### config.mk
export PLATFORM = sky130hd
export DESIGN_NAME = brfr_ctrl
export DESIGN_NICKNAME = d
export VERILOG_FILES = /design/src/hw/rtl/brfr_pkg.sv /design/src/hw/rtl/brfr_ctrl.sv
export SDC_FILE = /design/constraint.sdc
export NUM_CORES = 1
export LEC_CHECK = 0
export ABC_AREA = 1
export BUFFER_PORTS_ARGS = -buffer_cell sky130_fd_sc_hd__buf_2
export CAP_MARGIN = 20
export CORE_AREA = 3 3 40 42
export DETAILED_ROUTE_END_ITERATION = 8
export DIE_AREA = 0 0 43 45
export HOLD_SLACK_MARGIN = 0.06
export PLACE_DENSITY = 0.42
export SLEW_MARGIN = 5
export SYNTH_ARGS = -nofsm -noshare
export SYNTH_HDL_FRONTEND = slang
export SYNTH_SLANG_ARGS = --single-unit
### constraint.sdc
create_clock -name clk_i -period 1.3 [get_ports clk_i]
set_input_delay 0.13 -clock clk_i [delete_from_list [all_inputs] [get_ports clk_i]]
set_output_delay 0.13 -clock clk_i [all_outputs]
set_load 0.05 [all_outputs]
### src/hw/rtl/brfr_pkg.sv
// Shared types and constants for the base range frequency ranker.
// No dependencies.
`timescale 1ns / 1ps

package brfr_pkg;

  localparam int MAX_LEN = 65536;
  localparam int ADDR_W  = $clog2(MAX_LEN);
  localparam int CNT_W   = $clog2(MAX_LEN + 1);
  localparam int POS_W   = 17;
  localparam int CMP_W   = (POS_W > CNT_W) ? POS_W : CNT_W;
  localparam int ROW_W   = 4 * CNT_W;

  typedef logic [3:0][CNT_W-1:0] cnt_row_t;

  typedef enum logic [1:0] {
    ACT_APPEND = 2'd0,
    ACT_QUERY  = 2'd1,
    ACT_CLEAR  = 2'd2
  } action_e;

  typedef enum logic [2:0] {
    ST_IDLE,
    ST_EXEC,
    ST_RD_LEFT,
    ST_DIFF,
    ST_SORT
  } state_e;

  typedef struct packed {
    logic load_in;
    logic do_append;
    logic do_clear;
    logic rd_right;
    logic rd_left;
    logic cap_hi;
    logic cap_diff;
    logic clr_cnt;
    logic load_res;
  } cmd_t;

  typedef struct packed {
    action_e action;
    logic    err;
    logic    full;
  } status_t;

endpackage

### src/hw/rtl/brfr_ctrl.sv
// Controller state machine: sequences append, clear and query items.
// Depends on brfr_pkg.
`timescale 1ns / 1ps

module brfr_ctrl (
  input  logic             clk_i,
  input  logic             rst_ni,
  input  logic             start_i,
  input  brfr_pkg::status_t status_i,
  output brfr_pkg::cmd_t    cmd_o,
  output logic             busy_o
);
  import brfr_pkg::*;

  state_e state_q, state_d;

  always_ff @(posedge clk_i or negedge rst_ni) begin
    if (!rst_ni) begin
      state_q <= ST_IDLE;
    end else begin
      state_q <= state_d;
    end
  end

  always_comb begin
    state_d = state_q;
    unique case (state_q)
      ST_IDLE: begin
        if (start_i) state_d = ST_EXEC;
      end
      ST_EXEC: begin
        case (status_i.action)
          ACT_QUERY: state_d = status_i.err ? ST_SORT : ST_RD_LEFT;
          default:   state_d = ST_IDLE;
        endcase
      end
      ST_RD_LEFT: state_d = ST_DIFF;
      ST_DIFF:    state_d = ST_SORT;
      ST_SORT:    state_d = ST_IDLE;
      default:    state_d = ST_IDLE;
    endcase
  end

  always_comb begin
    cmd_o = '0;
    unique case (state_q)
      ST_IDLE: begin
        cmd_o.load_in = start_i;
      end
      ST_EXEC: begin
        case (status_i.action)
          ACT_APPEND: cmd_o.do_append = !status_i.full;
          ACT_CLEAR:  cmd_o.do_clear  = 1'b1;
          ACT_QUERY: begin
            cmd_o.clr_cnt  = status_i.err;
            cmd_o.rd_right = !status_i.err;
          end
          default: ;
        endcase
      end
      ST_RD_LEFT: begin
        cmd_o.cap_hi  = 1'b1;
        cmd_o.rd_left = 1'b1;
      end
      ST_DIFF: begin
        cmd_o.cap_diff = 1'b1;
      end
      ST_SORT: begin
        cmd_o.load_res = 1'b1;
      end
      default: ;
    endcase
  end

  assign busy_o = (state_q != ST_IDLE);

endmodule

==> qor.yml, run 1 <==
status:
  run_status: "finished with violations"
  violations: "setup timing"
floorplan:
  die-height_um: 45
  die-area_mm2: 0.001935
  io_pins: 17
  initial_utilization: 0.1568
  die_x_um: 43
  core-area_mm2: 0.001285
  fp-row-count: 13
setup_path:
  crit_path_start_kind: "register"
  path_buf_inv: 2
  cp_data_arrival_time_ns: 1.19
  startpoint: "state_q[2]"
  crit_fanout: 3
  path_delay_family: "flip-flops"
  cpMaxStageDelayCell: "dfrtp_1"
  critPathCapture: "cmd_o[7]"
  cp_data_required_time_ns: 1.17
  path_depth: 4
  worstSetupEndpointType: "output port"
  rrSetupSlack_ns: 0.22
  cp_cell_sequence: "inv_2 -> nand3_4 -> nor3_4 -> buf_6"
  rr_worst_depth: 7
  worstSetupPathType: "reg -> out"
  r2r-start: "state_q[2]"
  r2r-end: "state_q[1]"
  slowest_delay_ns: 0.40
routing:
  drtIter0Drc: 2
  ant_nets: 0
  drt_first_pass_iters: 4
  wl_um: 597
  drc: 0
  vias_per_cell: 3.889
  num_vias: 280
  wl_per_cell_um: 8.292
timing:
  period_share: 1.016
  fin_tns_setup_ns: -0.04955
  clock_skew_ns: 0.0006826
  timing.final.ws_setup_ns: -0.02127
  relSlewSlack: 0.8836
  hold_violations: 0
  fin_hold_ws_ns: 0.1483
  clock.fmax_mhz: 756.8
  tightestPinTransition_ns: 0.1746
  rsz0062_at_grt: "yes"
  period_minus_slack_ns: 1.321
  setup_viol_count_final: 4
  slew_violations: 0
layout:
  fin_nets: 65
  largest_reg_flops: 3
  stdcell_area_um2: 505.5
  regMostFlops: "state_q"
  final_cell_count_no_fill: 72
  top_regs: "state_q (3)"
  mostFrequentLayoutCells: "buf_4, buf_2, inv_1, nand2_1, buf_6"
  utilization: 0.3934
  layout-drive-gt1-share: 0.6842
  final_common_cell: "buf_4"
  area_growth_pct: 150.9
  diodes: 0
logic_synthesis:
  syn_area_um2: 201.4
  avgSynthCellArea_um2: 6.295
  synth_top_area_share: 0.3727
  syn_inst: 32
  ys_seq_area_frac: 0.3727
  synth_area_leaders: "dfrtp_1, inv_1, nand2_1, nor2_1, nor3_1"
  ys_ff_latch: 3
  ys_warn_count: 0
  synth_area_leader_cell: "dfrtp_1"
  synth.distinct_cells: 11
  syn_nets: 39
power_and_ir_drop:
  ir_worst_vdd_uv: 631.9
  p_per_area_mw_per_mm2: 1458
  fin_total_pwr_mw: 0.7369
  power_leakage_nw: 0.2603
cts:
  cts_root_buf: "clkbuf_4"
  clk_latency_ns: 0.23
  cts_buffers: 3
  cts_buffer_depth: 2
  clock-sinks: 3
  htree_levels: 1
  cts_tree: "yes"
  path_clk_slew_ns: 0.03
placement:
  postPlaceCellArea_um2: 339.1
  place_ws_ns: 0.1083
  dpl.hpwl_um: 473.4
  gp_congestion: 0.6666
  placed_cells: 63
  io_buffers: 16
grt:
  gr-total-overflow: 0
  grt_usage: 0.07339
  grt_pass1_vias: 287
  grt_pass1_wl_mm: 1.097
  grt_max_degree: 5
  grt_antenna_before_repair: 0
worst_hold_path:
  worstHoldPathCells: 3
  min_path_type: "in -> reg"
flow_run:
  maxCapViolCount: 0
==> cells in the mapped netlist <==
| master | count |
|---|---|
| nor2_1 | 6 |
| inv_1 | 7 |
| buf_4 | 1 |
| nor3_1 | 3 |
| nand3_2 | 1 |
| dfrtp_1 | 3 |
| inv_2 | 1 |
| nand2_1 | 7 |
| nand3_1 | 1 |
| a21oi_1 | 1 |
| o21ai_0 | 1 |
==> cell type report <==
type | count | area (um2)
fill | 144 | 779.5
timing repair buffer | 22 | 193.9
multi-input combinational | 20 | 156.4
sequential | 3 | 76.32
inverter | 8 | 33.78
clock buffer | 4 | 26.28
tap | 15 | 18.77
==> tightest hold or removal path, cell delays in order <==
cell and delay, ns:
buf_2 0.09, o21ai_0 0.07, inv_1 0.05
==> routing by layer <==
metal	routed length, um	vias to the layer above	GRT usage	share of wire
met5	0	-	0	0
met4	0	0	0.05422	0
met3	14	0	0	0.023
met2	317	7	0.1018	0.53
met1	266	126	0.1090	0.45
li1	-	147	-	-
==> cells by family (layout without fill, tap and decap cells) <==
| group | after synthesis | count (layout) | share of synthesized area |
|---|---|---|---|
| AO/OA/AOI/OAI | 2 | 2 | 0.04964 |
| buffers and inverters | 9 | 34 | 0.1864 |
| flip-flops | 3 | 3 | 0.3727 |
| AND/OR/NAND/NOR | 18 | 18 | 0.3913 |
==> what timing repair did <==
action                                 CTS  global route
setup endpoints to repair                9            10
resized for setup                       20            13
hold buffers                             1             0
buffers inserted                         3             1
endpoints found under the hold margin    3             0
==> power breakdown <==
| part | internal [mW] | switching, mW |
|---|---|---|
| sequential | 0.112 | 0.0286 |
| clock | 0.115 | 0.0433 |
| combinational | 0.161 | 0.277 |
==> worst min path at each step <==
stage,start,to,slack [ns]
2_1_floorplan,rst_ni,state_q[0],-0.17
4_1_cts,start_i,state_q[0],0.14
5_1_grt,start_i,state_q[0],0.16
3_3_place_gp,rst_ni,state_q[1],-0.07
3_5_place_dp,rst_ni,state_q[1],-0.07
6_report,start_i,state_q[0],0.15
Note: power is estimated with default switching activity, not from simulation.
==> run 2, diff against run 1 <==
Settings changed: ABC_AREA 1 to not set.
==> run 2 against run 1 <==
  * The flow still finishes with violations (setup timing)
  * Via count down 3.2%
  * Synthesized cell count down 31%
  * Sequential power down 13%
  * Global-route usage up 1.4 points
  * Routed wire length up 19%
  * Die area unchanged
  * Highest routed layer unchanged
==> qor.yml, run 2 <==
floorplan:
  die-area_mm2: 0.001935  # unchanged
  core-area_mm2: 0.001285  # unchanged
  initial_utilization: 0.1636  # +0.006816
  die_x_um: 43  # unchanged
  die-height_um: 45  # unchanged
  io_pins: 17  # unchanged
  fp-row-count: 13  # unchanged
logic_synthesis:
  synth-main-ff-cell: "dfrtp_1"
  ys_ff_latch: 3  # unchanged
  ys_seq_area_frac: 0.3571  # -0.01553
  synth_area_leaders: "dfrtp_1, nor3b_1, nor3b_2, nor4_2, nor2_1"
  synth_area_leader_cell: "dfrtp_1"
  avgSynthCellArea_um2: 9.555  # +52%
  synth_top_area_share: 0.3571  # -0.01553
  synth.distinct_cells: 15  # +4
  syn_inst: 22  # -31%
  synth_edf_count: 0  # unchanged
  syn_nets: 29  # -26%
  syn_area_um2: 210.2  # +4.3%
  ys_warn_count: 0  # unchanged
  synthArstFlopShare: 1.000  # unchanged
  synthTopCellsByCount: "dfrtp_1, nor2_1, nor3b_1"
layout:
  top_regs: "state_q (3)"
  regMostFlops: "state_q"
  largest_reg_flops: 3  # unchanged
  diodes: 0  # unchanged
  nFillCells: 128  # -11%
  mostFrequentLayoutCells: "buf_6, buf_2, buf_4"
  layout-drive-gt1-share: 0.7647  # +0.08050
  final_common_cell: "buf_6"
  area_growth_pct: 172.0
  stdcell_area_um2: 571.8  # +13%
  fin_nets: 59  # -9.2%
placement:
  io_buffers: 16  # unchanged
  postPlaceCellArea_um2: 401.6  # +18%
  dpl.hpwl_um: 540.2  # +14%
  gp_congestion: 0.6627  # -0.59%
  place_ws_ns: -0.1476  # -0.2559 ns
status:
  run_status: "finished with violations"
  violations: "setup timing"
routing:
  vias_per_cell: 4.106  # +5.6%
  wl_um: 713  # +19%
  ant_nets: 0  # unchanged
  wl_per_cell_um: 10.80  # +30%
  drtIter0Drc: 0  # -2
  drc: 0  # unchanged
  num_vias: 271  # -3.2%
  drt_first_pass_iters: 1  # -3
grt:
  gr-total-overflow: 0  # unchanged
  grt_max_degree: 7  # +2
  grt_pass1_wl_mm: 1.179  # +7.5%
  grt_pass1_vias: 307  # +7.0%
  grt_antenna_before_repair: 0  # unchanged
  grt_usage: 0.08743  # +0.01403
timing:
  slew_violations: 0  # unchanged
  relSlewSlack: 0.8438  # -0.03984
  setup_viol_count_final: 10  # +6
  rsz0062_at_grt: "yes"
  clock_skew_ns: 0.001412  # +0.0007297 ns
  period_minus_slack_ns: 1.566  # +0.2447 ns
  tightestPinTransition_ns: 0.2329  # +0.05835 ns
  fin_hold_ws_ns: 0.2170  # +0.06871 ns
  hold_violations: 0  # unchanged
  timing.final.ws_setup_ns: -0.2660  # -0.2447 ns
  clock.fmax_mhz: 638.6  # -16%
  fin_tns_setup_ns: -1.684  # -1.635 ns
  period_share: 1.205  # +0.1883
cts:
  clk_latency_ns: 0.23  # about the same
  path_clk_slew_ns: 0.04  # about the same
  cts_buffers: 3  # unchanged
  cts_root_buf: "clkbuf_4"
  cts_buffer_depth: 2  # unchanged
  cts_tree: "yes"
  clock-sinks: 3  # unchanged
  htree_levels: 1  # unchanged
setup_path:
  worstSetupPathType: "reg -> out"
  crit_fanout: 3  # unchanged
  worstSetupEndpointType: "output port"
  cp_data_required_time_ns: 1.17  # about the same
  cp_data_arrival_time_ns: 1.44  # +0.25 ns
  crit_path_start_kind: "register"
power_and_ir_drop:
  ir_worst_vdd_uv: 704.8  # +12%
  power_leakage_nw: 0.2550  # -2.0%
  p_per_area_mw_per_mm2: 1501  # +2.9%
flow_run:
  maxCapViolCount: 0  # unchanged
worst_hold_path:
  min_path_type: "in -> async"
## run 2: worst max-delay path, cell delays in order (launching register included)
cell	delay [ns]
dfrtp_1	0.37
or3b_4	0.45
buf_12	0.15
nor2_4	0.08
buf_8	0.15
## run 2: layout make-up
type                    count  area, um2  area share
inverters                   2      10.01     0.01751
multi-input cells          16      190.2      0.3326
repair buffers             26      251.5      0.4398
well taps                  15      18.77     0.03282
clock buffers               4      26.28     0.04595
flip-flops and latches      3      75.07      0.1313
## run 2: per-layer routing
metal | GRT usage | part of all wire | vias up
li1 | - | - | 136
met1 | 0.08434 | 0.35 | 119
met2 | 0.1437 | 0.53 | 16
met3 | 0.06375 | 0.11 | 0
met4 | 0.03614 | 0 | 0
met5 | 0 | 0 | -
## run 2: cells by family after synthesis
logic type	Yosys count	share of synthesized area
compound gates	3	0.09524
buf+inv	3	0.07146
flops	3	0.3571
simple gates	13	0.4762
## run 2: power by group
part	internal (mW)	switching, mW	leakage (nW)
clock network	0.115	0.0504	0.0150
registers	0.111	0.0112	0.0398
logic	0.267	0.303	0.200
## run 2: metrics by stage
| stage | total power [mW] | utilization | cells |
|---|---|---|---|
| 2_1_floorplan | 0.4047 | - | 22 |
| 6_report | 0.8581 | 0.4450 | 66 |
| 3_5_place_dp | 0.5496 | 0.3126 | 58 |
| 3_3_place_gp | 0.5475 | 0.3126 | 58 |
| 5_1_grt | 0.9077 | 0.4450 | 66 |
| 4_1_cts | 0.8420 | 0.4226 | 64 |
## run 2: repair_timing
item / 4_1_cts / 5_1_grt
setup buffers: 1 / 2
setup endpoints to repair: 10 / 10
pin swaps: 5 / 5
endpoints found under the hold margin: 3 / 0
cloned: 0 / 0
hold buffers: 1 / 0
resized for setup: 28 / 4
## run 2: worst paths after layout
kind / start / endpoint / slack, ns / depth (start not counted)
max in group asynchronous: rst_ni / state_q[1] / 0.98 / 2
min in group clk_i: start_i / state_q[0] / 0.23 / 3
min: rst_ni / state_q[0] / 0.22 / 2
max reg2reg: state_q[0] / state_q[1] / 0.11 / 5
max: state_q[2] / cmd_o[1] / -0.27 / 4
min reg2reg: state_q[2] / state_q[0] / 0.61 / 2
==> run 3, diff against run 2 <==
Settings changed: CORE_AREA 3 3 40 42 to 2 2 39 41, DIE_AREA 0 0 43 45 to 0 0 41 43.
==> run 3 against run 2 <==
  * The run still ends with setup timing left
  * Cell count is 3.0% lower
  * Setup slack worse by 0.0043 ns
  * Critical endpoint unchanged
  * Die area down 8.9%
  * Largest power group unchanged
  * Worst hold slack gained 0.0064 ns
  * Design area fell by 8.1%
  * Clock power decreased by 3%
==> qor.yml, run 3 (same netlist as run 2, synthesis figures left out) <==
status:
  run_status: "finished with violations"
  violations: "setup timing"
routing:
  drt_first_pass_iters: 2  # +1
  vias_per_cell: 4.078  # -0.68%
  wl_per_cell_um: 10.95  # +1.4%
  drtIter0Drc: 4  # +4
  num_vias: 261  # -3.7%
  wl_um: 701  # -1.7%
  drc: 0  # unchanged
  ant_nets: 0  # unchanged
floorplan:
  fp-row-count: 14  # +1
  die-area_mm2: 0.001763  # -8.9%
  io_pins: 17  # unchanged
  die-height_um: 43  # -4.4%
  die_x_um: 41  # -4.7%
  core-area_mm2: 0.001384  # +7.7%
  initial_utilization: 0.1519  # -0.01168
timing:
  period_share: 1.208  # +0.003318
  timing.final.ws_setup_ns: -0.2703  # -0.004313 ns
  fin_tns_setup_ns: -1.363  # +0.3213 ns
  relSlewSlack: 0.8544  # +0.01056
  period_minus_slack_ns: 1.570  # +0.004313 ns
  tightestPinTransition_ns: 0.2182  # -0.01467 ns
  setup_viol_count_final: 8  # -2
  rsz0062_at_grt: "yes"
  hold_violations: 0  # unchanged
  clock.fmax_mhz: 636.8  # -0.27%
  clock_skew_ns: 0.002084  # +0.0006714 ns
  slew_violations: 0  # unchanged
setup_path:
  worstSetupEndpointType: "output port"
  cp_cell_sequence: "or3b_4 -> buf_6 -> nor2_4 -> buf_6"
  crit_fanout: 5  # +2
  slowest_delay_ns: 0.46  # about the same
  crit_path_start_kind: "register"
  startpoint: "state_q[1]"
  cpMaxStageDelayCell: "or3b_4"
  cp_data_required_time_ns: 1.17  # about the same
  cp_data_arrival_time_ns: 1.44  # about the same
  cpMostUsedCell: "buf_6"
  worstSetupPathType: "reg -> out"
  rrSetupSlack_ns: 0.21  # +0.10 ns
  r2r-start: "state_q[0]"
power_and_ir_drop:
  power_leakage_nw: 0.2318  # -9.1%
  p_int_mw: 0.4422  # -10%
  p_per_area_mw_per_mm2: 1497  # -0.21%
  ir_worst_vdd_uv: 574.1  # -19%
  combPwrFrac: 0.641  # -0.024
  switching_share: 0.4380  # +0.01282
  p_seq_frac: 0.154  # +0.012
  switchingPower_mw: 0.3447  # -5.5%
  fin_total_pwr_mw: 0.7869  # -8.3%
  clock_power_share: 0.205  # +0.012
cts:
  path_clk_slew_ns: 0.04  # about the same
  cts_root_buf: "clkbuf_4"
  htree_levels: 1  # unchanged
  cts_buffer_depth: 2  # unchanged
  clk_latency_ns: 0.23  # about the same
  clock-sinks: 3  # unchanged
  cts_tree: "yes"
  cts_buffers: 3  # unchanged
placement:
  dpl.hpwl_um: 486  # -10%
  placed_cells: 58  # unchanged
  postPlaceCellArea_um2: 382.9  # -4.7%
  gp_congestion: 0.5905  # -11%
  io_buffers: 16  # unchanged
layout:
  diodes: 0  # unchanged
  regMostFlops: "state_q"
  final_common_cell: "buf_6"
  final_cell_count_no_fill: 64  # -3.0%
  stdcell_area_um2: 525.5  # -8.1%
  area_growth_pct: 150.0
  utilization: 0.3797  # -0.06524
  layout-drive-gt1-share: 0.7292  # -0.03554
  largest_reg_flops: 3  # unchanged
  mostFrequentLayoutCells: "buf_6, buf_2"
  fin_nets: 56  # -5.1%
  top_regs: "state_q (3)"
grt:
  gr-total-overflow: 0  # unchanged
  grt_pass1_vias: 340  # +11%
  grt_pass1_wl_mm: 1.255  # +6.4%
  grt_max_degree: 7  # unchanged
  grt_usage: 0.1104  # +0.02301
  grt_antenna_before_repair: 0  # unchanged
worst_hold_path:
  min_path_type: "in -> async"
flow_run:
  maxCapViolCount: 0  # unchanged
-- run 3: final cells by class --
cell class | count | area [um2]
fillers | 154 | 858.3
clock buffers | 4 | 26.28
multi-input cells | 16 | 183.9
flip-flops and latches | 3 | 75.07
well taps | 16 | 20.02
inverters | 2 | 7.507
repair buffers | 23 | 212.7
-- run 3: layer usage --
metal	routed length, um	global-route usage	share of wire	vias up
met4	0	0.1000	0	0
met3	52	0.01571	0.074	0
met2	400	0.1875	0.57	14
met1	248	0.1029	0.35	117
li1	-	-	-	130
met5	0	0	0	-
-- run 3: final timing paths --
kind	end	cells after the start
setup / recovery	cmd_o[1]	4
hold / removal	state_q[0]	2
setup reg to reg	state_q[1]	4
hold reg to reg	state_q[0]	2
max in group asynchronous	state_q[2]	2
min in group clk_i	state_q[0]	3
-- run 3: through the flow --
stage | hold WS (ns) | setup slack, ns
CTS | 0.2266 | -0.2800
global placement | -0.07285 | -0.1391
finish | 0.2234 | -0.2703
floorplan | -0.1656 | -0.4285
detailed placement | -0.07160 | -0.1530
global route | 0.2303 | -0.3184
-- run 3: what timing repair did --
action                     in CTS  in global routing
hold endpoints to repair        3                  0
pin swaps                       3                  2
hold buffers                    1                  0
gates resized for setup        24                  4
setup buffers                   1                  0
setup endpoints to repair      10                 10
-- run 3: critical path, delay by kind of cell (launching register included) --
kind                   cells  cell delay, ns
buffers and inverters      2            0.31
AND/OR/NAND/NOR            2            0.53
flip-flops                 1            0.36
-- run 3: power by group through the flow --
stage	Sequential, mW	Combinational, mW	Clock [mW]
finish	0.121	0.505	0.161
global route	0.124	0.533	0.171
CTS	0.119	0.488	0.168
detailed placement	0.120	0.388	0
global placement	0.121	0.386	0
floorplan	0.131	0.274	0
